**config.mk**
```make
export PLATFORM = sky130hd
export DESIGN_NAME = hmp_bucket_update
export DESIGN_NICKNAME = d
export VERILOG_FILES = /design/src/rtl/hmp_pkg.sv /design/src/rtl/hmp_bucket_update.sv
export SDC_FILE = /design/constraint.sdc
export NUM_CORES = 1
export LEC_CHECK = 0
export BUFFER_PORTS_ARGS = -buffer_cell sky130_fd_sc_hd__clkbuf_2
export CORE_AREA = 8 8 145 147
export DETAILED_ROUTE_END_ITERATION = 12
export DIE_AREA = 0 0 153 155
export PLACE_DENSITY = 0.56
export SLEW_MARGIN = 20
export SYNTH_ARGS = -nofsm -noshare
export SYNTH_HDL_FRONTEND = slang
export SYNTH_SLANG_ARGS = --single-unit
```
**constraint.sdc**
```tcl
create_clock -name vclk -period 6.1
set_input_delay 1.22 -clock vclk [all_inputs]
set_output_delay 1.22 -clock vclk [all_outputs]
set_load 0.01 [all_outputs]
```
**src/rtl/hmp_pkg.sv**
```systemverilog
// hmp_pkg: sizes, codes and types shared by the hash map RTL.
// No dependencies; used by the top level, the bucket update logic and the checker.
package hmp_pkg;

    // table geometry
    localparam int BUCKETS  = 1024;
    localparam int WAYS     = 4;
    localparam int KEY_BITS = 20;

    // port field widths
    localparam int CMD_W    = 2;
    localparam int KEY_IN_W = 20;
    localparam int VAL_W    = 20;
    localparam int STAT_W   = 2;

    // stored key width: the key is used masked to KEY_BITS
    localparam int KEY_W  = (KEY_BITS < KEY_IN_W) ? KEY_BITS : KEY_IN_W;
    localparam int BKT_W  = (BUCKETS > 1) ? $clog2(BUCKETS) : 1;
    localparam int SLOT_W = 1 + KEY_W + VAL_W;
    localparam int ROW_W  = WAYS * SLOT_W;

    // command codes
    localparam logic [CMD_W-1:0] CMD_PUT    = 2'd0;
    localparam logic [CMD_W-1:0] CMD_GET    = 2'd1;
    localparam logic [CMD_W-1:0] CMD_REMOVE = 2'd2;

    // status codes
    localparam logic [STAT_W-1:0] ST_OK     = 2'd0;
    localparam logic [STAT_W-1:0] ST_ABSENT = 2'd1;
    localparam logic [STAT_W-1:0] ST_FULL   = 2'd2;

    // one slot of a bucket
    typedef struct packed {
        logic             valid;
        logic [KEY_W-1:0] key;
        logic [VAL_W-1:0] value;
    } slot_t;

    // one memory row: all ways of one bucket
    typedef slot_t [WAYS-1:0] row_t;

    // outcome of one command applied to its bucket
    typedef struct packed {
        logic              wr_en;
        row_t              row;
        logic [STAT_W-1:0] status;
        logic [VAL_W-1:0]  read_value;
    } upd_t;

endpackage

```
**src/rtl/hmp_bucket_update.sv**
```systemverilog
// hmp_bucket_update: compares all ways of one bucket against the key and
// builds the written-back row, the status and the read value. Uses hmp_pkg.
module hmp_bucket_update (
    input  hmp_pkg::row_t                   row,
    input  logic [hmp_pkg::CMD_W-1:0]       command,
    input  logic [hmp_pkg::KEY_W-1:0]       key,
    input  logic [hmp_pkg::VAL_W-1:0]       value,
    output hmp_pkg::upd_t                   upd
);

    logic [hmp_pkg::WAYS-1:0] hit_vec;
    logic [hmp_pkg::WAYS-1:0] free_vec;
    logic [hmp_pkg::WAYS-1:0] hit_sel;
    logic [hmp_pkg::WAYS-1:0] free_sel;
    logic                     any_hit;
    logic                     any_free;
    logic [hmp_pkg::VAL_W-1:0] hit_value;

    // per-way match and free flags
    always_comb begin
        for (int w = 0; w < hmp_pkg::WAYS; w++) begin
            hit_vec[w]  = row[w].valid && (row[w].key == key);
            free_vec[w] = !row[w].valid;
        end
    end

    // lowest matching way and lowest free way, one-hot
    always_comb begin
        hit_sel  = '0;
        free_sel = '0;
        for (int w = hmp_pkg::WAYS - 1; w >= 0; w--) begin
            if (hit_vec[w]) begin
                hit_sel = '0;
                hit_sel[w] = 1'b1;
            end
            if (free_vec[w]) begin
                free_sel = '0;
                free_sel[w] = 1'b1;
            end
        end
        any_hit  = |hit_vec;
        any_free = |free_vec;
    end

    // value of the matching slot (zero when none)
    always_comb begin
        hit_value = '0;
        for (int w = 0; w < hmp_pkg::WAYS; w++) begin
            if (hit_sel[w]) begin
                hit_value = hit_value | row[w].value;
            end
        end
    end

    // apply the command
    always_comb begin
        upd            = '0;
        upd.row        = row;
        upd.status     = hmp_pkg::ST_ABSENT;
        upd.read_value = '0;
        unique case (command)
            hmp_pkg::CMD_PUT: begin
                if (any_hit) begin
                    for (int w = 0; w < hmp_pkg::WAYS; w++) begin
                        if (hit_sel[w]) begin
                            upd.row[w].value = value;
                        end
                    end
                    upd.wr_en  = 1'b1;
                    upd.status = hmp_pkg::ST_OK;
                end else if (any_free) begin
                    for (int w = 0; w < hmp_pkg::WAYS; w++) begin
                        if (free_sel[w]) begin
                            upd.row[w].valid = 1'b1;
                            upd.row[w].key   = key;
                            upd.row[w].value = value;
                        end
                    end
                    upd.wr_en  = 1'b1;
                    upd.status = hmp_pkg::ST_OK;
                end else begin
                    upd.status = hmp_pkg::ST_FULL;
                end
            end
            hmp_pkg::CMD_GET: begin
                if (any_hit) begin
                    upd.status     = hmp_pkg::ST_OK;
                    upd.read_value = hit_value;
                end
            end
            hmp_pkg::CMD_REMOVE: begin
                if (any_hit) begin
                    for (int w = 0; w < hmp_pkg::WAYS; w++) begin
                        if (hit_sel[w]) begin
                            upd.row[w].valid = 1'b0;
                        end
                    end
                    upd.wr_en  = 1'b1;
                    upd.status = hmp_pkg::ST_OK;
                end
            end
            default: begin
                // undefined command: no change, key reported absent
                upd.status = hmp_pkg::ST_ABSENT;
            end
        endcase
    end

endmodule

```
* Yosys cells after proc, flatten, opt, wreduce, memory -nomap -nowiden
Cells that the tools add are included.
** Storage, ports and cells
- Flip-flop bits (word level) :: 0
- Bits of input ports :: 206
- Logic and storage cells :: 71
** Cells by class
- Eq/ne operators :: 6
- Multiplexer cells :: 51
- Bitwise logic cells :: 3
- Reductions and logical operators :: 11
** Operators by type and width (count)
- $mux 20 :: 12
- $mux 165 :: 1
- $mux 41 :: 4
- $mux 40 :: 4
- $mux 21 :: 5
- $eq 20x20->1 :: 4
- $or 20x20->20 :: 3
- $mux 4 :: 8
- $mux 22 :: 1
- $mux 1 :: 9
- $reduce_or 4->1 :: 2
- $pmux 1 s2 :: 3
- $pmux 2 s3 :: 1
- $logic_and 1x1->1 :: 4
- $logic_not 1->1 :: 4
- $mux 2 :: 2
- $pmux 2 s2 :: 1
- $eq 2x1->1 const B :: 1
- $eq 2x2->1 const B :: 1
- $logic_not 2->1 :: 1

* Depth between registers and ports, before layout
- Depth in word-level cells :: 15
- Gate-level depth with buffers :: 10
- Mapped depth without buffers :: 7

* Worst setup path before layout
No wires, ideal clock.
- Path kind :: input to output
- Start point :: in key[12] in the netlist's numbering
- End point :: out upd[100] in the netlist's numbering
- Data arrival time :: 3.238 ns
- Required time :: 4.880 ns
- Path slack :: 1.642 ns
- Stages :: 10
- Cells stage by stage :: buf_2 -> xor2_1 -> nor4_1 -> nand3_1 -> nor3_4 -> and4b_1 -> buf_2 -> nand4b_1 -> buf_4 -> mux2_2
** RTL lines
- from (decl) :: line hmp_bucket_update.sv:6 : input logic [hmp_pkg::KEY_W-1:0] key,
- to (decl) :: line hmp_bucket_update.sv:8 : output hmp_pkg::upd_t upd

==> summary.md <==
| Metric | Value |
|---|---|
| Worst slew pin tran | `0.9857 ns` |
| Total congestion overflow | `0` |
| Initial DRT Pass Iterations | `4` |
| Reg area | `0 um^2` |
| Req. time, crit path | `4.88 ns` |
| Fmax | `0.1868 GHz` |
| Cell mode on critical path | `clkbuf_2` |
| Worst slew margin | `34.29%` |
| CP Data Arrival Time | `4.13 ns` |
| Period utilization | `87.76%` |
| CP max stage cell | `and4b_1` |
| Initial antenna violation count | `0` |
| Area of the multi-input gates | `0.003672 mm^2` |
| Metal-1 WL | `9458 um` |
| Number of max-cap violations | `0` |
| Number of buffers inserted by port buffering | `393` |
| Largest stage delay on the critical path | `0.44 ns` |
| Post-route antenna net violation count | `0` |
| Delay-heaviest family, CP | `simple AND/OR/NAND/NOR gates` |
| Syn_area_per_cell | `8.394 um^2` |
| Total GRT Usage | `17.41%` |
| Die area | `0.02372 mm^2` |
| Seq cells | `0` |
| Layout Area Growth over Synthesis | `54.17%` |
| Vias | `5076` |
| Critical Path, Cell by Cell | `clkbuf_2, xnor2_1, nand4_1, nor4_2, nand4_2, and4b_1, nand2_1, buf_12, mux2_2, clkbuf_2` |
| NumNets Final | `1028` |
| Rows | `51` |
| Fin crit period | `5.354 ns` |
| CP bufs+invs | `3` |
| Clkbuf count | `0` |
| Initial DRC Count | `313` |
| Sequential fraction of the synthesis area | `0%` |
| Final setup violation count | `0` |
| Yosys cell types | `36` |
| Fin Hold WS | `2.752 ns` |
| Final number of max-transition violations | `0` |
| Cell total after placement | `1058` |
| Antenna Cells | `0` |
| Post-CTS setup buffer count | `0` |
| Filler cell count in the final layout | `2044` |
| Vias in the first global route | `5473` |
| Post-Syn Area | `0.003920 mm^2` |
| Post-Synthesis Cells | `467` |
| Routed length per instance | `21.08 um` |
| IO Pins | `393` |
| Placed instance area | `0.006043 mm^2` |
| Final Hold Vio Count | `0` |
| Setup TNS | `0 ns` |
| Critical Path Source Type | `input pin` |
| Top Layer Used | `met4` |
| DP Worst Slack | `0.7167 ns` |
| WS Path Type | `input pin to primary output` |
| Pwr Density | `66.13 mW/mm^2` |
| Peak supply drop | `0.00004741 V` |
| Worst setup EP type | `primary output` |
| Final core utilization | `31.89%` |
| Final non-filler cell total | `1058` |
| Final Cell Area | `0.006043 mm^2` |
| Resize count post-CTS | `0` |
| Overall Power | `399.7 uW` |
| Status | `finished clean` |
| Die Span Y | `155 um` |
| DRT Wirelength | `22310 um` |
| Lkg Pwr | `3.168 nW` |
| Final WS setup | `0.7464 ns` |
| Starting Density | `20.68%` |
| Largest fanout on the critical path | `15` |
| Placer congestion estimate | `0.8623` |
| Largest net degree at the start of global routing | `45` |
| DIE WIDTH | `153 um` |
| YS warnings | `0` |
| Worst Hold Class | `input pin to primary output` |
| Net count after synthesis | `673` |
| Vias per cell | `4.798` |
| Hpwl dp | `19370 um` |
| Hold Buf Count CTS | `0` |
| RSZ-0062 raised after global routing | `no` |
| Core area | `0.01895 mm^2` |
| First-pass GRT wire length | `32930 um` |
| Routed wl met3 | `1558 um` |
| Layout cells sized above 1 | `69.88%` |
| DRC Markers | `0` |
| Met2 wire len | `11030 um` |
[layer usage]
layer  up-vias  GRT usage, %
met5         -             0
met4         0         2.356
met2       244         31.31
li1       2411             -
met3        19         3.578
met1      2402         21.46
[cells in the mapped netlist (all sizes together), types with 2 or more instances]
library cell | count | area [um^2]
inv | 2 | 7.510
o21ai | 5 | 25.02
nand4b | 2 | 17.52
nor4 | 9 | 62.56
a21oi | 20 | 100.1
a211o | 20 | 175.2
xnor2 | 52 | 455.4
buf | 38 | 217.7
nand3 | 6 | 30.03
nor3 | 4 | 31.28
mux2i | 20 | 200.2
clkbuf | 13 | 48.80
nand2 | 31 | 116.4
xor2 | 28 | 245.2
o31ai | 2 | 15.01
nand4 | 14 | 93.84
nor2 | 29 | 108.9
mux2 | 160 | 1877
[layout make-up]
class	instances	area share (%)
well taps	238	4.928
repair buffers	404	34.18
inverters	2	0.1242
multi-input cells	414	60.77
[logic make-up after synthesis]
family	Yosys count	synth area share (%)
buf+inv	53	6.990
simple gates	101	12.93
mux	180	52.98
fa+ha+maj	1	0.2554
xor+xnor	80	17.87
compound gates	52	8.969
[power breakdown]
group,internal (mW),switching [mW]
combinational,0.196,0.204
clock,0,0
sequential,0,0
[path summary, 6_finish.rpt]
| path | start | to | slack, ns | cells after the start |
|---|---|---|---|---|
| worst max-delay path | key[0] | upd[166] | 0.75 | 10 |
| worst min-delay path | row[10] | upd[10] | 2.75 | 4 |
[layout by cell type, fill, tap and decap left out, types with 2 or more instances in the layout]
cell      instances
clkbuf_2        393
mux2_2          140
xnor2_1          52
nand2_1          31
nor2_1           29
xor2_1           28
mux2_4           20
mux2i_1          20
a211o_1          20
a21oi_1          20
nand4_1          13
buf_4             9
nor4_1            8
nand3_1           5
o21ai_0           4
inv_1             2
nor3_1            2
nand4b_1          2
o31ai_1           2
Note: power is estimated with default switching activity, not from simulation.
